[src/design/fr_ram.sv]
// ----------------------------------------------------------------------------
// Fragment reassembler RAM
// Generic single-write, single-read memory with a registered read port.
// ----------------------------------------------------------------------------
module fr_ram #(
   parameter int WIDTH = 8,
   parameter int DEPTH = 256
) (
   input  logic                     clock,
   input  logic                     we,
   input  logic [$clog2(DEPTH)-1:0] waddr,
   input  logic [WIDTH-1:0]         wdata,
   input  logic                     re,
   input  logic [$clog2(DEPTH)-1:0] raddr,
   output logic [WIDTH-1:0]         rdata
);

   logic [WIDTH-1:0] mem [DEPTH];
   logic [WIDTH-1:0] rdata_ff;

   always_ff @(posedge clock) begin
      if (we) begin
         mem[waddr] <= wdata;
      end
      if (re) begin
         rdata_ff <= mem[raddr];
      end
   end

   assign rdata = rdata_ff;

endmodule

[config.mk]
export PLATFORM = sky130hd
export DESIGN_NAME = fr_ram
export DESIGN_NICKNAME = d
export VERILOG_FILES = /design/src/design/fr_ram.sv
export SDC_FILE = /design/constraint.sdc
export NUM_CORES = 2
export LEC_CHECK = 0
export BUFFER_PORTS_ARGS = -buffer_cell sky130_fd_sc_hd__buf_2
export CAP_MARGIN = 15
export CELL_PAD_IN_SITES_DETAIL_PLACEMENT = 0
export CELL_PAD_IN_SITES_GLOBAL_PLACEMENT = 2
export CORE_UTILIZATION = 28
export CTS_CLUSTER_DIAMETER = 50
export CTS_CLUSTER_SIZE = 30
export DETAILED_ROUTE_END_ITERATION = 6
export MAX_ROUTING_LAYER = met4
export PLACE_DENSITY = 0.53
export SLEW_MARGIN = 20
export SYNTH_ARGS = -nofsm -noshare
export SYNTH_HDL_FRONTEND = slang
export SYNTH_SLANG_ARGS = --single-unit
[constraint.sdc]
create_clock -name clock -period 3.5 [get_ports clock]
set_clock_uncertainty 0.1 [all_clocks]
set_input_delay 0.35 -clock clock [delete_from_list [all_inputs] [get_ports clock]]
set_output_delay 0.35 -clock clock [all_outputs]
set_load 0.02 [all_outputs]
==> impl_metrics.prom <==
# TYPE chip_impl_metric gauge
chip_impl_info{name="result_of_the_run",value="completed"} 1
chip_impl_metric{name="achievable-frequency",unit="MHz"} 322
chip_impl_info{name="yosysTopAreaCell",value="sky130_fd_sc_hd__edfxtp_1"} 1
chip_impl_metric{name="gp_routability_congestion",unit=""} 0.778
chip_impl_metric{name="std_cell_rows",unit=""} 195
chip_impl_info{name="critical_path_class",value="input port to register"} 1
chip_impl_metric{name="irDropWorstVdd",unit="uV"} 387
chip_impl_metric{name="drtPass1Iterations",unit=""} 5
chip_impl_metric{name="final-instance-count-excl-fill",unit=""} 8244
chip_impl_metric{name="fillerInstances",unit=""} 26600
chip_impl_metric{name="numPlacedInstances",unit=""} 7819
chip_impl_metric{name="required",unit="ns"} 3.98
chip_impl_metric{name="dp_worst_setup_slack",unit="ns"} -0.595
chip_impl_metric{name="seqCellArea",unit="sq um"} 61700
chip_impl_metric{name="floorplan.die.height",unit="um"} 535
chip_impl_metric{name="numPortBuffers",unit=""} 34
chip_impl_info{name="synth_top_cells_by_count",value="sky130_fd_sc_hd__edfxtp_1, sky130_fd_sc_hd__mux4_2, sky130_fd_sc_hd__nor2_1"} 1
chip_impl_metric{name="dp_hpwl",unit="mm"} 151
chip_impl_metric{name="route.vias.total",unit=""} 39800
chip_impl_metric{name="first_global_vias",unit=""} 41000
chip_impl_metric{name="area_fraction_of_the_dominant_cell_type_after_synthesis",unit=""} 0.775
chip_impl_metric{name="synth_enable_flop_cells",unit=""} 2056
chip_impl_info{name="yosysMostFrequentCell",value="sky130_fd_sc_hd__edfxtp_1"} 1
chip_impl_metric{name="fraction_of_the_yosys_area_taken_by_sequential_cells",unit=""} 0.775
chip_impl_metric{name="core_area",unit="sq um"} 283000
chip_impl_metric{name="timing_max_transition_violations_final",unit=""} 0
chip_impl_metric{name="cts_inserted_buffers",unit=""} 225
chip_impl_info{name="holdCritPathClass",value="input port to register"} 1
chip_impl_metric{name="detailed_place.area",unit="sq um"} 88100
chip_impl_metric{name="grt_start_max_net_pins",unit=""} 115
chip_impl_metric{name="global_route_wire_length_before_repair",unit="mm"} 331
chip_impl_metric{name="synthesis.area",unit="sq um"} 79600
chip_impl_metric{name="grt.overflow.total",unit=""} 0
chip_impl_metric{name="drt_drc_violations_left",unit=""} 0
chip_impl_info{name="synth_top_cells_by_area",value="sky130_fd_sc_hd__edfxtp_1, sky130_fd_sc_hd__mux4_2, sky130_fd_sc_hd__mux2i_1"} 1
chip_impl_metric{name="post_cts_buffers",unit=""} 0
chip_impl_metric{name="critPathArrivalTime",unit="ns"} 3.58
chip_impl_metric{name="floorplan.initialDensity",unit=""} 0.282
chip_impl_metric{name="area.growth.synth_to_final",unit="%"} 20.1
chip_impl_metric{name="grtUsageMet2",unit=""} 0.274
chip_impl_metric{name="maxSlewHeadroom",unit=""} 0.258
chip_impl_metric{name="critical_path.max_fanout",unit=""} 15
chip_impl_metric{name="grt_use_met1",unit=""} 0.228
chip_impl_metric{name="synth_fp_nets",unit=""} 3760
chip_impl_metric{name="routedWlPerCell",unit="um"} 28.6
chip_impl_metric{name="setup_tns",unit="ns"} 0
chip_impl_metric{name="postSynthRegisterBits",unit=""} 2056
chip_impl_metric{name="synth.distinct_cells",unit=""} 54
chip_impl_metric{name="clock_insertion_delay_worst_skew",unit="ns"} 0.90
chip_impl_metric{name="drt-total-wl",unit="mm"} 236
chip_impl_metric{name="count_of_antenna_violating_nets_left_after_detailed_routing",unit=""} 0
chip_impl_metric{name="avgSynthCellArea",unit="sq um"} 21.3
chip_impl_info{name="dominantRegCellSynth",value="sky130_fd_sc_hd__edfxtp_1"} 1
chip_impl_metric{name="leakage",unit="nW"} 30.1
chip_impl_metric{name="globalRouteMet3Util",unit=""} 0.0226
chip_impl_metric{name="ys_warn_count",unit=""} 0
chip_impl_metric{name="clock_pin_slew_on_the_worst_setup_and_hold_paths",unit="ns"} 0.07
chip_impl_metric{name="max_cap_violations",unit=""} 0
chip_impl_metric{name="io-pin-count",unit=""} 35
chip_impl_metric{name="power.density",unit="nW/um^2"} 565
chip_impl_metric{name="initialDrtViolationCount",unit=""} 3511
chip_impl_metric{name="die_width",unit="um"} 535
chip_impl_metric{name="grt_antenna_before_repair",unit=""} 22
chip_impl_metric{name="syn_inst",unit=""} 3733
chip_impl_metric{name="cts-root-to-sink-buffers",unit=""} 4
chip_impl_metric{name="layout_worst_path_cycle_share",unit=""} 0.888
chip_impl_info{name="start_kind",value="input port"} 1
chip_impl_metric{name="finalWorstPathRequiredPeriod",unit="ns"} 3.11
chip_impl_info{name="cts_tree",value="yes"} 1
chip_impl_metric{name="area_occupied_by_multi_input_gates",unit="sq um"} 16600
chip_impl_metric{name="postSynth.asyncResetShare",unit=""} 0
chip_impl_metric{name="drive_gt1_frac",unit=""} 0.320
chip_impl_metric{name="ctsResizeCount",unit=""} 0
chip_impl_info{name="globalRoute.busiestLayer",value="met2"} 1
chip_impl_metric{name="globalRouteTotalUtil",unit=""} 0.169
chip_impl_metric{name="clkSinkCount",unit=""} 2056
chip_impl_metric{name="hold_viol",unit=""} 0
chip_impl_metric{name="fp.dieArea",unit="sq um"} 287000
chip_impl_metric{name="cts.htree.levels",unit=""} 4
chip_impl_info{name="unrepaired_setup_endpoints_after_global_routing",value="no"} 1
chip_impl_metric{name="avgViaCountPerCell",unit=""} 4.83
chip_impl_metric{name="post-route-worst-setup-slack",unit="ns"} 0.393
chip_impl_info{name="cts_root_buf",value="sky130_fd_sc_hd__clkbuf_16"} 1
chip_impl_metric{name="final_net_count",unit=""} 4338
chip_impl_metric{name="timing.final.setup_violations",unit=""} 0
chip_impl_metric{name="timing_worst_slew_pin_value",unit="ns"} 1.11
chip_impl_metric{name="postLayoutCellArea",unit="sq um"} 95600
chip_impl_info{name="setup.worst_path.end_class",value="register"} 1
-- layout make-up --
cell class                      instances  area share
Tap cell                             3743      0.0490
Clock inverter                        167      0.0184
Antenna cell                            6    0.000157
Sequential cell                      2056       0.646
Timing Repair Buffer                  584      0.0538
Inverter                                2   0.0000785
Multi-Input combinational cell       1442       0.173
Clock buffer                          244      0.0596
-- placed cells by master, fill, tap and decap left out, types with 9 or more instances in the layout --
cell / netlist / routed
sky130_fd_sc_hd__edfxtp_1: 2056 / 2056
sky130_fd_sc_hd__buf_4: 27 / 485
sky130_fd_sc_hd__mux4_2: 454 / 454
sky130_fd_sc_hd__nor2_1: 282 / 279
sky130_fd_sc_hd__clkbuf_16: 0 / 225
sky130_fd_sc_hd__mux2i_1: 134 / 134
sky130_fd_sc_hd__a22oi_1: 133 / 133
sky130_fd_sc_hd__a21oi_1: 96 / 96
sky130_fd_sc_hd__buf_12: 8 / 58
sky130_fd_sc_hd__o221ai_1: 46 / 46
sky130_fd_sc_hd__inv_6: 0 / 41
sky130_fd_sc_hd__nand2_1: 33 / 33
sky130_fd_sc_hd__o22ai_1: 28 / 28
sky130_fd_sc_hd__nor2b_1: 31 / 28
sky130_fd_sc_hd__inv_8: 0 / 26
sky130_fd_sc_hd__nand3_1: 34 / 25
sky130_fd_sc_hd__buf_2: 31 / 23
sky130_fd_sc_hd__nor3_1: 22 / 22
sky130_fd_sc_hd__nor4_1: 24 / 20
sky130_fd_sc_hd__clkinv_4: 0 / 20
sky130_fd_sc_hd__clkinvlp_4: 0 / 20
sky130_fd_sc_hd__clkinv_1: 1 / 19
sky130_fd_sc_hd__clkbuf_1: 111 / 19
sky130_fd_sc_hd__a211oi_1: 16 / 16
sky130_fd_sc_hd__clkinv_2: 0 / 14
sky130_fd_sc_hd__a221oi_1: 13 / 13
sky130_fd_sc_hd__bufinv_16: 0 / 12
sky130_fd_sc_hd__clkinv_8: 0 / 11
sky130_fd_sc_hd__nand4_1: 10 / 10
sky130_fd_sc_hd__o211ai_1: 10 / 10
sky130_fd_sc_hd__o21ai_0: 10 / 10
sky130_fd_sc_hd__buf_8: 13 / 10
sky130_fd_sc_hd__nand3_2: 0 / 9
-- sequential cells by signal (all words and copies together), names as in the netlist --
name and flops:
mem 2048, rdata 8
-- logic make-up after synthesis --
logic type      after synthesis  synth area share
simple gates                466            0.0263
buf+inv                     235            0.0183
mux                         591             0.146
flops                      2056             0.775
compound gates              385            0.0342
-- final timing paths --
path / startpoint / to / slack [ns] / cells past startpoint
max reg2reg: mem[82][1] / rdata[1] / 0.50 / 5
min: wdata[1] / mem[80][1] / 0.03 / 1
max: raddr[0] / rdata[6] / 0.39 / 12
min reg2reg: mem[98][7] / rdata[7] / 1.04 / 5
-- metal layers --
| layer | wire length (um) | share of wire |
|---|---|---|
| met1 | 106000 | 0.45 |
| met2 | 116000 | 0.49 |
| met3 | 10100 | 0.043 |
| met4 | 4270 | 0.018 |
| met5 | 0 | 0 |
-- critical path: stages --
cell	delay (ns)
sky130_fd_sc_hd__buf_8	0.19
sky130_fd_sc_hd__buf_12	0.24
sky130_fd_sc_hd__buf_12	0.18
sky130_fd_sc_hd__buf_12	0.19
sky130_fd_sc_hd__buf_4	0.26
sky130_fd_sc_hd__mux4_2	0.52
sky130_fd_sc_hd__and2_1	0.20
sky130_fd_sc_hd__nor3_1	0.43
sky130_fd_sc_hd__a21oi_1	0.08
sky130_fd_sc_hd__a22oi_1	0.58
sky130_fd_sc_hd__buf_4	0.25
sky130_fd_sc_hd__nor4_2	0.04
-- metrics by stage --
stage               hold slack, ns   util  total power [mW]
global route                0.0354  0.338              55.6
CTS                        0.00877  0.338              54.6
global placement             0.730  0.312              30.6
detailed placement           0.730  0.312              30.6
floorplan                    0.349      -              29.0
finish                      0.0347  0.338              54.0
-- repair_timing --
action,CTS,global route
endpoints found under the hold margin,310,0
hold buffers,8,0
endpoints found under the setup margin,0,0
-- where the power goes --
part	switching, mW	internal (mW)	leakage [nW]
Clock	10.8	13.1	3.60
Combinational	1.81	1.03	8.02
Sequential	0.0437	27.1	18.5
Power figures use the tool's default switching activity.
