File: config.mk
export PLATFORM = sky130hd
export DESIGN_NAME = fr_out_queue_flat
export DESIGN_NICKNAME = d
export VERILOG_FILES = /design/src/design/fr_pkg.sv /design/src/design/fr_channels.sv /design/src/design/fr_out_queue.sv /design/src/flat_wrapper.sv
export SDC_FILE = /design/constraint.sdc
export NUM_CORES = 1
export LEC_CHECK = 0
export ABC_AREA = 1
export BUFFER_PORTS_ARGS = -buffer_cell sky130_fd_sc_hd__buf_2
export CAP_MARGIN = 25
export CORE_MARGIN = 3
export CORE_UTILIZATION = 25
export CTS_BUF_LIST = sky130_fd_sc_hd__clkbuf_8
export CTS_CLUSTER_SIZE = 16
export DETAILED_ROUTE_END_ITERATION = 7
export PLACE_DENSITY = 0.49
export SYNTH_ARGS = -nofsm -noshare
export SYNTH_HDL_FRONTEND = slang
export SYNTH_SLANG_ARGS = --single-unit
File: constraint.sdc
create_clock -name clock -period 2.3 [get_ports clock]
set_clock_uncertainty 0.05 [all_clocks]
set_input_delay 0.345 -clock clock [delete_from_list [all_inputs] [get_ports clock]]
set_output_delay 0.345 -clock clock [all_outputs]
set_load 0.03 [all_outputs]
File: src/design/fr_pkg.sv
// ----------------------------------------------------------------------------
// Fragment reassembler package
// Shared constants, operation and status codes, and the structs passed
// between the control, queue and memory parts of the reassembler.
// ----------------------------------------------------------------------------
package fr_pkg;

   localparam int MESSAGE_DEPTH = 65536;
   localparam int ADDR_WIDTH    = $clog2(MESSAGE_DEPTH);
   localparam int COUNT_WIDTH   = 16;
   localparam int GEN_LEN_BITS  = 5;
   localparam int BYTE_BITS     = 8;

   localparam logic [COUNT_WIDTH:0] DEPTH_LIMIT = (COUNT_WIDTH + 1)'(MESSAGE_DEPTH);

   localparam logic [1:0] OP_BYTE    = 2'd0;
   localparam logic [1:0] OP_EMPTY   = 2'd1;
   localparam logic [1:0] OP_READ    = 2'd2;
   localparam logic [1:0] OP_RELEASE = 2'd3;

   localparam logic [2:0] ST_NEED_MORE = 3'd0;
   localparam logic [2:0] ST_COMPLETE  = 3'd1;
   localparam logic [2:0] ST_EMPTY     = 3'd2;
   localparam logic [2:0] ST_TRUNCATED = 3'd3;
   localparam logic [2:0] ST_RESERVED  = 3'd4;
   localparam logic [2:0] ST_STRAY     = 3'd5;
   localparam logic [2:0] ST_OVERFLOW  = 3'd6;
   localparam logic [2:0] ST_ZERO      = 3'd7;
   localparam logic [2:0] ST_NONE      = 3'd0;

   localparam logic [1:0] HK_GENERAL  = 2'd0;
   localparam logic [1:0] HK_EXT13    = 2'd1;
   localparam logic [1:0] HK_EXT16    = 2'd2;
   localparam logic [1:0] HK_CONT     = 2'd3;

   localparam logic [1:0] POS_IDLE    = 2'd0;
   localparam logic [1:0] POS_HDR2    = 2'd1;
   localparam logic [1:0] POS_HDR3    = 2'd2;
   localparam logic [1:0] POS_PAYLOAD = 2'd3;

   localparam logic KIND_STATUS = 1'b0;
   localparam logic KIND_REPLY  = 1'b1;

   typedef struct packed {
      logic                   kind;
      logic [2:0]             status;
      logic                   read_valid;
      logic [COUNT_WIDTH-1:0] stored_length;
   } result_type;

   typedef struct packed {
      logic                   kind;
      logic [2:0]             status;
      logic [BYTE_BITS-1:0]   read_data;
      logic                   read_valid;
      logic [COUNT_WIDTH-1:0] stored_length;
   } rsp_item_type;

   typedef struct packed {
      logic                  we;
      logic [ADDR_WIDTH-1:0] addr;
      logic [BYTE_BITS-1:0]  data;
   } ram_wr_type;

   typedef struct packed {
      logic                  re;
      logic [ADDR_WIDTH-1:0] addr;
   } ram_rd_type;

endpackage

File: src/design/fr_channels.sv


interface fr_rsp_if;
   logic                           valid;
   logic                           ready;
   logic                           kind;
   logic [2:0]                     status;
   logic [fr_pkg::BYTE_BITS-1:0]   read_data;
   logic                           read_valid;
   logic [fr_pkg::COUNT_WIDTH-1:0] stored_length;

   modport source (output valid, output kind, output status, output read_data,
                   output read_valid, output stored_length, input ready);
   modport sink (input valid, input kind, input status, input read_data,
                 input read_valid, input stored_length, output ready);
endinterface

File: src/design/fr_out_queue.sv
// ----------------------------------------------------------------------------
// Fragment reassembler result queue
// Holds a result for the store read latency, merges in the read data, and
// buffers results in two entries toward the result channel.
// ----------------------------------------------------------------------------
module fr_out_queue (
   input  logic                         clock,
   input  logic                         reset,
   input  logic                         in_valid,
   input  fr_pkg::result_type           in_res,
   input  logic [fr_pkg::BYTE_BITS-1:0] rdata,
   output logic                         space,
   fr_rsp_if.source                     rsp_chan
);

   logic                 s1_valid_ff, s1_valid_in;
   fr_pkg::result_type   s1_res_ff;
   fr_pkg::rsp_item_type q_ff [2];
   fr_pkg::rsp_item_type q_item;
   fr_pkg::rsp_item_type head_item;
   logic                 head_ff;
   logic [1:0]           count_ff, count_in;
   logic                 push;
   logic                 pop;
   logic                 tail;

   assign pop  = (count_ff != 2'd0) && rsp_chan.ready;
   assign push = s1_valid_ff && (count_ff != 2'd2);
   assign tail = head_ff ^ count_ff[0];
   assign space = !(s1_valid_ff && count_ff == 2'd2);
   assign s1_valid_in = in_valid || (s1_valid_ff && !push);

   always_comb begin
      q_item.kind          = s1_res_ff.kind;
      q_item.status        = s1_res_ff.status;
      q_item.read_valid    = s1_res_ff.read_valid;
      q_item.stored_length = s1_res_ff.stored_length;
      q_item.read_data     = s1_res_ff.read_valid ? rdata : '0;
      count_in = count_ff;
      if (push && !pop) begin
         count_in = count_ff + 2'd1;
      end else if (pop && !push) begin
         count_in = count_ff - 2'd1;
      end
   end

   always_ff @(posedge clock) begin
      if (reset) begin
         s1_valid_ff <= 1'b0;
         count_ff <= 2'd0;
         head_ff <= 1'b0;
      end else begin
         s1_valid_ff <= s1_valid_in;
         count_ff <= count_in;
         if (pop) begin
            head_ff <= !head_ff;
         end
      end
   end

   always_ff @(posedge clock) begin
      if (in_valid) begin
         s1_res_ff <= in_res;
      end
      if (push) begin
         q_ff[tail] <= q_item;
      end
   end

   assign head_item              = q_ff[head_ff];
   assign rsp_chan.valid         = count_ff != 2'd0;
   assign rsp_chan.kind          = head_item.kind;
   assign rsp_chan.status        = head_item.status;
   assign rsp_chan.read_data     = head_item.read_data;
   assign rsp_chan.read_valid    = head_item.read_valid;
   assign rsp_chan.stored_length = head_item.stored_length;

   a_count_bound: assert property (@(posedge clock) disable iff (reset)
      count_ff != 2'd3)
      else $error("result queue count out of range");

   a_s1_holds: assert property (@(posedge clock) disable iff (reset)
      (s1_valid_ff && !push) |=> (s1_valid_ff && $stable(s1_res_ff)))
      else $error("held result changed while the queue was full");

   a_no_push_when_full: assert property (@(posedge clock) disable iff (reset)
      (s1_valid_ff && count_ff == 2'd2) |-> !in_valid)
      else $error("request taken with no room for its result");

endmodule

File: src/flat_wrapper.sv
// flat-port wrapper written by rule: the top's interface ports become plain ports
module fr_out_queue_flat 
  (clock, reset, in_valid, in_res, rdata, space, rsp_chan_valid, rsp_chan_kind, rsp_chan_status, rsp_chan_read_data, rsp_chan_read_valid, rsp_chan_stored_length, rsp_chan_ready);
  fr_rsp_if rsp_chan_i ();
  input  logic clock;
  input  logic reset;
  input  logic in_valid;
  input  fr_pkg::result_type in_res;
  input  logic [fr_pkg::BYTE_BITS-1:0] rdata;
  output logic space;
  output wire logic [$bits(rsp_chan_i.valid)-1:0] rsp_chan_valid;
  output wire logic [$bits(rsp_chan_i.kind)-1:0] rsp_chan_kind;
  output wire logic [$bits(rsp_chan_i.status)-1:0] rsp_chan_status;
  output wire logic [$bits(rsp_chan_i.read_data)-1:0] rsp_chan_read_data;
  output wire logic [$bits(rsp_chan_i.read_valid)-1:0] rsp_chan_read_valid;
  output wire logic [$bits(rsp_chan_i.stored_length)-1:0] rsp_chan_stored_length;
  input wire logic [$bits(rsp_chan_i.ready)-1:0] rsp_chan_ready;
  assign rsp_chan_valid = rsp_chan_i.valid;
  assign rsp_chan_kind = rsp_chan_i.kind;
  assign rsp_chan_status = rsp_chan_i.status;
  assign rsp_chan_read_data = rsp_chan_i.read_data;
  assign rsp_chan_read_valid = rsp_chan_i.read_valid;
  assign rsp_chan_stored_length = rsp_chan_i.stored_length;
  assign rsp_chan_i.ready = rsp_chan_ready;
  fr_out_queue u_core (.clock(clock), .reset(reset), .in_valid(in_valid), .in_res(in_res), .rdata(rdata), .space(space), .rsp_chan(rsp_chan_i));
endmodule
==> impl_metrics.py <==
metrics = {
    "clocking": {
        "post_cts_buffers": 0,
        "cts_tree": "done",
        "clkSinkCount": 84,
        "cts_hold_buf": 0,
        "cts-htree-levels": 3,
        "clk_pin_slew_ns": 0.08,
        "cts_buffers": 9,
        "cts_resized": 0,
        "insertion_delay_ns": 0.34,
        "root_buffer": "clkbuf_8",
        "clk_path_buf_depth": 2,
    },
    "routing": {
        "drt_iter0_drc": 32,
        "ant_nets": 0,
        "wl_per_cell_um": 13.5,
        "routed_via_density": 3.97,
        "vias": 1529,
        "wirelength_mm": 5.21,
        "first_pass_iters": 4,
        "drc_errors": 0,
    },
    "synth": {
        "synth_area_um2": 3070,
        "synth_flop_cell": "edfxtp_1",
        "yosysMostFrequentCell": "edfxtp_1",
        "ys_seq_area_share_pct": 80.5,
        "syn_inst": 164,
        "ys_warn_count": 0,
        "syn_nets": 198,
        "synth-edff-count": 79,
        "synth_common_cells": "edfxtp_1, mux2_2, inv_1",
        "yosysTopAreaCell": "edfxtp_1",
        "synth.top_cells.by_area": "edfxtp_1, mux2_2, mux2_4",
        "synth_cell_types": 17,
        "synth_top_area_share_pct": 77.2,
        "async_flop_share_pct": 0,
        "syn_avg_cell_area_um2": 18.7,
        "ys_ff_latch": 84,
    },
    "critical_path": {
        "worst-path-max-fanout": 12,
        "crit_chain": "buf_4 -> mux2_2 -> buf_2",
        "worstPathArrival_ns": 1.67,
        "required_ns": 1.90,
        "crit_slowest_cell": "dfxtp_2",
        "crit_type": "flip-flop to output pin",
        "cp-start-kind": "flip-flop",
        "endpoint_kind": "output pin",
        "cpPeakStageDelay_ns": 0.55,
    },
    "timing": {
        "setup_ws_ns": 0.232,
        "hold_violations": 0,
        "slew_headroom_pct": 50.9,
        "min_period_ns": 2.07,
        "timing.fmax_mhz": 484,
        "tns_ns": 0,
        "setup_violations": 0,
        "period_share_pct": 89.9,
        "slew_viol_final": 0,
        "rsz0062_at_grt": "no",
        "tightest_slew_ns": 0.736,
    },
    "place": {
        "place_congestion": 0.676,
        "dp_slack_ns": 0.421,
        "post_dp_cell_area_um2": 3580,
        "hpwlAfterDp_mm": 3.32,
        "port_buffers": 63,
    },
    "cells_and_area": {
        "final.fill_count": 1163,
        "regArea_um2": 2470,
        "drive_above_1_share_pct": 45.9,
        "final_area_um2": 3760,
        "num_antenna_cells": 0,
        "area_growth_pct": 22.4,
        "nets": 271,
        "multiInputGateArea_um2": 518,
    },
    "global_routing": {
        "antenna_found_initial": 1,
        "grt.total_usage_pct": 8.17,
        "grt-ovfl-total": 0,
        "grt_start_max_net_pins": 30,
        "grt_pass1_vias": 1593,
        "grt_pass1_wl_mm": 8.07,
    },
    "die": {
        "rows": 39,
        "ios": 64,
        "die_area_um2": 13700,
        "dieHeight_um": 117,
        "start_util_pct": 26.2,
        "coreArea_um2": 11700,
        "die_x_um": 117,
    },
    "hold_path": {
        "holdCritPathClass": "input pin to flip-flop",
    },
    "job": {
        "cap_violations": 0,
    },
    "pwr": {
        "ir_drop_v": 0.000398,
        "p_per_area_nw_per_um2": 1020,
        "p_leak_nw": 1.47,
        "power_w": 0.00384,
    },
    "run_status": {
        "status": "finished clean",
    },
}
## worst max-delay path, delay by kind of cell, from the launching register on
kind	cells	cell delay, ns
multiplexers	1	0.35
buffers and inverters	2	0.43
flip-flops	1	0.55
## cell type report
type	count	area share [%]
timing repair buffer	66	9.31
sequential	84	65.7
inverter	16	1.60
clock inverter	4	0.432
tap	143	4.76
clock buffer	12	4.39
multi-input combinational	60	13.8
## flip-flops by register name, indices dropped and copies added, names as in the netlist, named ones only
signal	cells
u_core.q_ff	58
u_core.q_item	21
u_core.count_ff	2
u_core.head_ff	1
u_core.s1_valid_ff	1
## report_power, final
| group | total [W] | internal (W) | switching [W] |
|---|---|---|---|
| Sequential | 0.00199 | 0.00190 | 0.0000829 |
| Combinational | 0.000911 | 0.000332 | 0.000579 |
| Clock | 0.000949 | 0.000469 | 0.000480 |
## stage by stage
stage | util (%) | cells | hold slack (ns)
finish | 32.1 | 385 | 0.109
global route | 32.1 | 385 | 0.0869
CTS | 32.1 | 385 | 0.0782
detailed placement | 30.6 | 369 | 0.382
global placement | 30.6 | 369 | 0.373
floorplan | - | 164 | 0.364
## final timing paths
kind                       from                  to  slack [ns]  depth (start not counted)
min                       reset  u_core.s1_valid_ff        0.11                          2
max reg2reg  u_core.count_ff[0]  u_core.q_ff[1][21]        0.48                          2
min reg2reg   u_core.q_item[13]  u_core.q_ff[0][13]        0.40                          0
max                   flip-flop       rsp_chan_kind        0.23                          3
## kinds of logic (layout without fill, tap and decap cells)
| kind of cell | Yosys count | after routing | share of synthesized area, % |
|---|---|---|---|
| AOI/OAI and AO/OA | 5 | 5 | 0.814 |
| xor gates and xnor gates | 1 | 1 | 0.285 |
| adders and majority gates | 1 | 1 | 0.407 |
| buffers and inverters | 20 | 98 | 2.97 |
| muxes | 29 | 29 | 11.8 |
| and+or+nand+nor | 24 | 24 | 3.22 |
| DFF | 84 | 84 | 80.5 |
## routing by layer
| layer | vias up | part of all wire [%] | global-route usage (%) |
|---|---|---|---|
| met3 | 8 | 7.0 | 3.70 |
| met4 | 2 | 1.3 | 4.05 |
| li1 | 741 | - | - |
| met5 | - | 0.13 | 0 |
| met1 | 729 | 44 | 9.78 |
| met2 | 49 | 47 | 12.5 |
## cells in the final DEF (no fill, tap or decap), drive strengths merged
cell type and instances:
xor2 1, nand3 3, mux2 29, a21oi 3, inv 19, o21ai 2, nand4 1, clkbuf 12
ha 1, dfxtp 5, nand2 15, clkinv 1, and2 1, nor2 4, edfxtp 79, buf 66
Power figures use the tool's default switching activity.
