$ cat src/design/fr_pkg.sv
// ----------------------------------------------------------------------------
// Fragment reassembler package
// Shared constants, operation and status codes, and the structs passed
// between the control, queue and memory parts of the reassembler.
// ----------------------------------------------------------------------------
package fr_pkg;

   localparam int MESSAGE_DEPTH = 65536;
   localparam int ADDR_WIDTH    = $clog2(MESSAGE_DEPTH);
   localparam int COUNT_WIDTH   = 16;
   localparam int GEN_LEN_BITS  = 5;
   localparam int BYTE_BITS     = 8;

   localparam logic [COUNT_WIDTH:0] DEPTH_LIMIT = (COUNT_WIDTH + 1)'(MESSAGE_DEPTH);

   localparam logic [1:0] OP_BYTE    = 2'd0;
   localparam logic [1:0] OP_EMPTY   = 2'd1;
   localparam logic [1:0] OP_READ    = 2'd2;
   localparam logic [1:0] OP_RELEASE = 2'd3;

   localparam logic [2:0] ST_NEED_MORE = 3'd0;
   localparam logic [2:0] ST_COMPLETE  = 3'd1;
   localparam logic [2:0] ST_EMPTY     = 3'd2;
   localparam logic [2:0] ST_TRUNCATED = 3'd3;
   localparam logic [2:0] ST_RESERVED  = 3'd4;
   localparam logic [2:0] ST_STRAY     = 3'd5;
   localparam logic [2:0] ST_OVERFLOW  = 3'd6;
   localparam logic [2:0] ST_ZERO      = 3'd7;
   localparam logic [2:0] ST_NONE      = 3'd0;

   localparam logic [1:0] HK_GENERAL  = 2'd0;
   localparam logic [1:0] HK_EXT13    = 2'd1;
   localparam logic [1:0] HK_EXT16    = 2'd2;
   localparam logic [1:0] HK_CONT     = 2'd3;

   localparam logic [1:0] POS_IDLE    = 2'd0;
   localparam logic [1:0] POS_HDR2    = 2'd1;
   localparam logic [1:0] POS_HDR3    = 2'd2;
   localparam logic [1:0] POS_PAYLOAD = 2'd3;

   localparam logic KIND_STATUS = 1'b0;
   localparam logic KIND_REPLY  = 1'b1;

   typedef struct packed {
      logic                   kind;
      logic [2:0]             status;
      logic                   read_valid;
      logic [COUNT_WIDTH-1:0] stored_length;
   } result_type;

   typedef struct packed {
      logic                   kind;
      logic [2:0]             status;
      logic [BYTE_BITS-1:0]   read_data;
      logic                   read_valid;
      logic [COUNT_WIDTH-1:0] stored_length;
   } rsp_item_type;

   typedef struct packed {
      logic                  we;
      logic [ADDR_WIDTH-1:0] addr;
      logic [BYTE_BITS-1:0]  data;
   } ram_wr_type;

   typedef struct packed {
      logic                  re;
      logic [ADDR_WIDTH-1:0] addr;
   } ram_rd_type;

endpackage

$ cat src/design/fr_ctrl.sv
// ----------------------------------------------------------------------------
// Fragment reassembler control
// Header decoding, length and count bookkeeping, packet status, and the
// write and read commands for the message store.
// ----------------------------------------------------------------------------
module fr_ctrl (
   input  logic                           clock,
   input  logic                           reset,
   input  logic                           accept,
   input  logic [1:0]                     op,
   input  logic [fr_pkg::BYTE_BITS-1:0]   data_byte,
   input  logic                           first_of_packet,
   input  logic                           last_of_packet,
   input  logic [fr_pkg::COUNT_WIDTH-1:0] read_index,
   output logic                           res_valid,
   output fr_pkg::result_type             res,
   output fr_pkg::ram_wr_type             ram_wr,
   output fr_pkg::ram_rd_type             ram_rd
);

   logic [fr_pkg::COUNT_WIDTH-1:0] stored_ff, stored_in;
   logic [fr_pkg::COUNT_WIDTH-1:0] remain_ff, remain_in;
   logic                           inprog_ff, inprog_in;
   logic [1:0]                     hkind_ff, hkind_in;
   logic [1:0]                     pos_ff, pos_in;
   logic [2:0]                     perr_ff, perr_in;
   logic [fr_pkg::BYTE_BITS-1:0]   lhigh_ff, lhigh_in;

   logic                           len_load;
   logic [fr_pkg::COUNT_WIDTH-1:0] len_val;
   logic                           clear_now;

   always_comb begin
      stored_in = stored_ff;
      remain_in = remain_ff;
      inprog_in = inprog_ff;
      hkind_in  = hkind_ff;
      pos_in    = pos_ff;
      perr_in   = perr_ff;
      lhigh_in  = lhigh_ff;
      len_load  = 1'b0;
      len_val   = '0;
      clear_now = 1'b0;
      res_valid = 1'b0;
      res       = '0;
      ram_wr    = '0;
      ram_rd    = '0;
      ram_wr.addr = stored_ff[fr_pkg::ADDR_WIDTH-1:0];
      ram_wr.data = data_byte;
      ram_rd.addr = read_index[fr_pkg::ADDR_WIDTH-1:0];

      unique case (op)
         fr_pkg::OP_EMPTY: begin
            clear_now = 1'b1;
            res_valid = 1'b1;
            res.kind = fr_pkg::KIND_STATUS;
            res.status = fr_pkg::ST_EMPTY;
         end
         fr_pkg::OP_READ: begin
            res_valid = 1'b1;
            res.kind = fr_pkg::KIND_REPLY;
            res.stored_length = stored_ff;
            res.read_valid = (read_index < stored_ff) &&
                             ({1'b0, read_index} < fr_pkg::DEPTH_LIMIT);
            ram_rd.re = res.read_valid;
         end
         fr_pkg::OP_RELEASE: begin
            clear_now = 1'b1;
            res_valid = 1'b1;
            res.kind = fr_pkg::KIND_REPLY;
            res.stored_length = stored_ff;
         end
         default: begin
            if (first_of_packet || pos_ff == fr_pkg::POS_IDLE) begin
               perr_in = fr_pkg::ST_NONE;
               if (data_byte[fr_pkg::BYTE_BITS-1]) begin
                  hkind_in = fr_pkg::HK_CONT;
                  pos_in = fr_pkg::POS_PAYLOAD;
                  if (!inprog_ff) begin
                     perr_in = fr_pkg::ST_STRAY;
                  end
               end else begin
                  stored_in = '0;
                  hkind_in = data_byte[6:5];
                  unique case (data_byte[6:5])
                     fr_pkg::HK_GENERAL: begin
                        len_load = 1'b1;
                        len_val = fr_pkg::COUNT_WIDTH'(data_byte[fr_pkg::GEN_LEN_BITS-1:0]);
                     end
                     fr_pkg::HK_EXT13: begin
                        lhigh_in = fr_pkg::BYTE_BITS'(data_byte[fr_pkg::GEN_LEN_BITS-1:0]);
                        pos_in = fr_pkg::POS_HDR2;
                     end
                     fr_pkg::HK_EXT16: begin
                        pos_in = fr_pkg::POS_HDR2;
                     end
                     default: begin
                        pos_in = fr_pkg::POS_PAYLOAD;
                        perr_in = fr_pkg::ST_RESERVED;
                     end
                  endcase
               end
            end else if (perr_ff == fr_pkg::ST_NONE) begin
               unique case (pos_ff)
                  fr_pkg::POS_HDR2: begin
                     if (hkind_ff == fr_pkg::HK_EXT13) begin
                        len_load = 1'b1;
                        len_val = {lhigh_ff, data_byte};
                     end else begin
                        lhigh_in = data_byte;
                        pos_in = fr_pkg::POS_HDR3;
                     end
                  end
                  fr_pkg::POS_HDR3: begin
                     len_load = 1'b1;
                     len_val = {lhigh_ff, data_byte};
                  end
                  default: begin
                     if (remain_ff == '0 || {1'b0, stored_ff} >= fr_pkg::DEPTH_LIMIT) begin
                        perr_in = fr_pkg::ST_OVERFLOW;
                     end else begin
                        ram_wr.we = 1'b1;
                        stored_in = stored_ff + 1'b1;
                        remain_in = remain_ff - 1'b1;
                     end
                  end
               endcase
            end

            if (len_load) begin
               pos_in = fr_pkg::POS_PAYLOAD;
               if (len_val == '0) begin
                  perr_in = fr_pkg::ST_ZERO;
               end else if ({1'b0, len_val} > fr_pkg::DEPTH_LIMIT) begin
                  perr_in = fr_pkg::ST_OVERFLOW;
               end else begin
                  remain_in = len_val;
                  inprog_in = 1'b1;
               end
            end

            if (last_of_packet) begin
               res_valid = 1'b1;
               res.kind = fr_pkg::KIND_STATUS;
               if (perr_in == fr_pkg::ST_NONE && pos_in != fr_pkg::POS_PAYLOAD) begin
                  perr_in = fr_pkg::ST_TRUNCATED;
               end
               if (perr_in != fr_pkg::ST_NONE) begin
                  res.status = perr_in;
                  clear_now = 1'b1;
               end else if (remain_in == '0) begin
                  inprog_in = 1'b0;
                  res.status = fr_pkg::ST_COMPLETE;
               end else begin
                  res.status = fr_pkg::ST_NEED_MORE;
               end
               pos_in = fr_pkg::POS_IDLE;
               res.stored_length = clear_now ? '0 : stored_in;
            end
         end
      endcase

      if (clear_now) begin
         stored_in = '0;
         remain_in = '0;
         inprog_in = 1'b0;
         hkind_in  = fr_pkg::HK_GENERAL;
         pos_in    = fr_pkg::POS_IDLE;
         perr_in   = fr_pkg::ST_NONE;
         lhigh_in  = '0;
      end

      if (!accept) begin
         res_valid = 1'b0;
         ram_wr.we = 1'b0;
         ram_rd.re = 1'b0;
      end
   end

   always_ff @(posedge clock) begin
      if (reset) begin
         stored_ff <= '0;
         remain_ff <= '0;
         inprog_ff <= 1'b0;
         hkind_ff  <= fr_pkg::HK_GENERAL;
         pos_ff    <= fr_pkg::POS_IDLE;
         perr_ff   <= fr_pkg::ST_NONE;
         lhigh_ff  <= '0;
      end else if (accept) begin
         stored_ff <= stored_in;
         remain_ff <= remain_in;
         inprog_ff <= inprog_in;
         hkind_ff  <= hkind_in;
         pos_ff    <= pos_in;
         perr_ff   <= perr_in;
         lhigh_ff  <= lhigh_in;
      end
   end

   a_write_in_range: assert property (@(posedge clock) disable iff (reset)
      ram_wr.we |-> ({1'b0, stored_ff} < fr_pkg::DEPTH_LIMIT && remain_ff != '0))
      else $error("store write with no room left");

   a_write_advances: assert property (@(posedge clock) disable iff (reset)
      ram_wr.we |=> stored_ff == $past(stored_ff) + 1'b1)
      else $error("store write did not advance the stored count");

   a_end_closes: assert property (@(posedge clock) disable iff (reset)
      (accept && op == fr_pkg::OP_BYTE && last_of_packet) |=> pos_ff == fr_pkg::POS_IDLE)
      else $error("packet end left a packet open");

endmodule

$ cat config.mk
export PLATFORM = sky130hd
export DESIGN_NAME = fr_ctrl
export DESIGN_NICKNAME = d
export VERILOG_FILES = /design/src/design/fr_pkg.sv /design/src/design/fr_ctrl.sv
export SDC_FILE = /design/constraint.sdc
export NUM_CORES = 1
export LEC_CHECK = 0
export ABC_AREA = 1
export BUFFER_PORTS_ARGS = -buffer_cell sky130_fd_sc_hd__buf_2
export CAP_MARGIN = 5
export CORE_UTILIZATION = 31
export DETAILED_ROUTE_END_ITERATION = 8
export GPL_TIMING_DRIVEN = 0
export SLEW_MARGIN = 10
export SYNTH_ARGS = -nofsm -noshare
export SYNTH_HDL_FRONTEND = slang
export SYNTH_SLANG_ARGS = --single-unit
$ cat constraint.sdc
create_clock -name clock -period 3.55 [get_ports clock]
set_clock_uncertainty 0.15 [all_clocks]
set_input_delay 0.1775 -clock clock [delete_from_list [all_inputs] [get_ports clock]]
set_output_delay 0.1775 -clock clock [all_outputs]
set_load 0.02 [all_outputs]
==> flow_metrics.py <==
metrics = {
    "placement": {
        "place_area_um2": 5135,
        "hpwl_um": 11080,
        "portBuffers": 94,
        "gp_congestion": 0.8504,
    },
    "worst_setup_path": {
        "slowest_delay_ns": 0.36,
        "cp.arrival_ns": 3.03,
        "critPathSlowestCell": "dfxtp_1",
        "path_max_fanout": 10,
        "worst_r2r_startpoint": "pos_ff[1]",
        "crit_top_cell": "nand2_1",
        "crit_path_end_kind": "output port",
        "required_ns": 3.22,
        "path_class": "reg2out",
        "critical-path-top-delay-family": "simple AND/OR/NAND/NOR gates",
        "worstPathCellList": "inv_1 -> ha_2 -> inv_2 -> nand2_2 -> clkbuf_4 -> nor3_4 -> nand2_2 -> buf_4 -> nand2_1 -> o21ai_0 -> nand3_1 -> nand2_1 -> nor2_1 -> nand2_1 -> nor2_2 -> nand3_1 -> a21oi_1 -> buf_2",
        "critPathLaunchType": "flop",
        "cp-startpoint": "pos_ff[1]",
        "crit_buf_inv": 5,
    },
    "floorplan": {
        "fp.dieH_um": 121.6,
        "die-area_um2": 14790,
        "pin_count": 95,
        "core_um2": 13930,
        "die-width_um": 121.6,
        "start_util_pct": 31.82,
        "core.rowCount": 43,
    },
    "logic_synthesis": {
        "synth-seq-cells": 48,
        "synth.net_count": 789,
        "synth.distinct_cells": 37,
        "synthesis.instances": 735,
        "yosysWarnings": 0,
        "syn_area_per_cell_um2": 6.033,
        "netlist_area_um2": 4434,
        "synth-seq-area-share_pct": 21.67,
    },
    "layout": {
        "stdcell_area_um2": 5365,
        "layout.nets": 892,
        "n_antenna_cell": 0,
        "syn_to_final_growth_pct": 20.99,
        "layout_commonest_cell": "nand2_1",
        "final_cell_mix": "nand2_1 (198), buf_2 (95), inv_1 (75), nor2_1 (75), nand3_1 (65)",
        "fillers": 1561,
        "drive_above_1_share_pct": 23.72,
    },
    "timing": {
        "min_period_over_period_pct": 94.52,
        "fin_tns_setup_ns": 0,
        "hold_viol": 0,
        "fmax_ghz": 0.2980,
        "min_period_ns": 3.356,
        "maxSlewViolCount": 0,
        "slew_headroom_pct": 41.22,
        "setup_viol": 0,
        "worst_pin_slew_ns": 0.8769,
        "rsz0062_at_grt": "false",
    },
    "clock_network": {
        "cts_tree": "built",
        "numCtsBuffers": 5,
        "clk_latency_ns": 0.29,
        "ctsRootBufferMaster": "clkbuf_16",
        "clkTransAtPathRegs_ns": 0.07,
        "cts_buffer_depth": 2,
        "numClockSinks": 48,
        "cts-htree-levels": 2,
    },
    "power_and_ir_drop": {
        "p_clk_share_pct": 38.4,
        "switchingPower_w": 0.0004484,
        "power.internal_w": 0.0009918,
        "p_per_area_nw_per_um2": 268.4,
        "switching_share_pct": 31.13,
        "pwr-share-seq_pct": 38.6,
        "ir_worst_vdd_uv": 211.2,
        "combinationalPowerShare_pct": 23.0,
        "p_leak_nw": 2.459,
    },
    "grt": {
        "antenna_found_initial": 0,
        "grt.total_usage_pct": 19.50,
        "grt_max_degree": 15,
        "grt_pass1_vias": 4463,
        "global_route.overflow_total": 0,
        "grt_pass1_wl_um": 22580,
    },
    "detailed_routing": {
        "drc": 0,
        "drt.antenna.violating_nets": 0,
        "initialDrtViolationCount": 245,
        "first_pass_iters": 5,
        "viasPerCell": 4.852,
        "avgRoutedWirePerCell_um": 13.91,
        "vias": 4944,
        "routed_wl_um": 14180,
    },
    "flow_run": {
        "cap_violations": 0,
    },
    "min_path": {
        "hold_path.class": "in2reg",
        "hp-start": "data_byte[0]",
    },
    "status": {
        "status": "finished, final reports clean",
    },
}
## power groups by stage
stage	clock network (W)	logic, W	registers (W)
6_report	0.000553	0.000331	0.000555
5_1_grt	0.000581	0.000368	0.000556
4_1_cts	0.000561	0.000328	0.000555
3_5_place_dp	0	0.000325	0.000568
3_3_place_gp	0	0.000323	0.000568
2_1_floorplan	0	0.000219	0.000566
## final timing paths
path	to	slack, ns	depth (start not counted)
setup / recovery	res[17]	0.19	18
hold / removal	lhigh_ff[0]	0.03	3
setup reg to reg	remain_ff[0]	0.52	19
hold reg to reg	perr_ff[1]	0.32	2
## timing repair
action	in CTS	in global routing
gates resized for setup	6	13
buffers inserted	0	2
pin swaps	0	2
setup endpoints to repair	9	10
hold buffers	0	0
## sequential cells by signal, summed over array words and instances (netlist names)
name	cells
lhigh_ff	8
inprog_ff	1
perr_ff	3
remain_ff	16
pos_ff	2
hkind_ff	2
stored_ff	16
## synthesized netlist by cell type (all sizes together)
library cell / n / share of area [%]
nand2: 220 / 20
inv: 83 / 7.0
nor2: 82 / 7.6
nand3: 71 / 9.2
a21oi: 59 / 7.6
dfxtp: 48 / 22
o21ai: 39 / 4.5
buf: 32 / 5.4
ha: 23 / 6.5
nand4: 14 / 2.0
o22ai: 14 / 2.0
nor3: 13 / 1.5
clkbuf: 11 / 0.93
clkinv: 6 / 0.62
nor4: 5 / 0.71
o21a: 3 / 0.51
o21bai: 3 / 0.51
and2: 2 / 0.28
o211ai: 2 / 0.34
xor2: 2 / 0.40
nand3b: 1 / 0.17
o2111ai: 1 / 0.20
o32ai: 1 / 0.20
## logic make-up (layout without fill, tap and decap cells)
kind of cell	after synthesis	in the layout	share of synthesized area, %
AO/OA/AOI/OAI	122	122	15.80
XOR/XNOR	2	2	0.3951
adder cells (fa/ha/maj)	23	23	6.490
buffers and inverters	132	236	13.97
flip-flops	48	48	21.67
AND/OR/NAND/NOR	408	408	41.68
## metal layers
| layer | track usage, % | part of all wire [%] |
|---|---|---|
| met1 | 26.61 | 49 |
| met2 | 31.82 | 44 |
| met3 | 2.434 | 4.4 |
| met4 | 6.096 | 2.1 |
| met5 | 0 | 0 |
## per-stage QoR
| stage | utilization, % | hold slack, ns | total power (W) | cells | setup slack [ns] |
|---|---|---|---|---|---|
| floorplan | - | 0.1682 | 0.0007844 | 735 | 0.8067 |
| global placement | 36.81 | 0.3089 | 0.0008909 | 1009 | 0.1143 |
| detailed placement | 36.85 | 0.3091 | 0.0008926 | 1009 | 0.1162 |
| CTS | 38.14 | 0.02462 | 0.001445 | 1017 | 0.01471 |
| global route | 38.50 | 0.04650 | 0.001505 | 1019 | 0.01260 |
| finish | 38.50 | 0.02511 | 0.001440 | 1019 | 0.1944 |
## area by class of cell
type / instances / area [um^2] / share of cell area [%]
plain buffers: 43 / 295.3 / 5.504
clock buffers: 6 / 128.9 / 2.402
clock inverters: 2 / 35.03 / 0.6530
inverters: 89 / 344.1 / 6.413
multi-input cells: 555 / 2889 / 53.85
flip-flops and latches: 48 / 962.2 / 17.93
well taps: 180 / 225.2 / 4.198
repair buffers: 96 / 485.5 / 9.049
## tightest hold or removal path: cells and delay by family
kind / cells / cell delay (ns)
buf+inv: 1 / 0.11
simple gates: 1 / 0.07
compound gates: 1 / 0.06
Power figures use the tool's default switching activity.
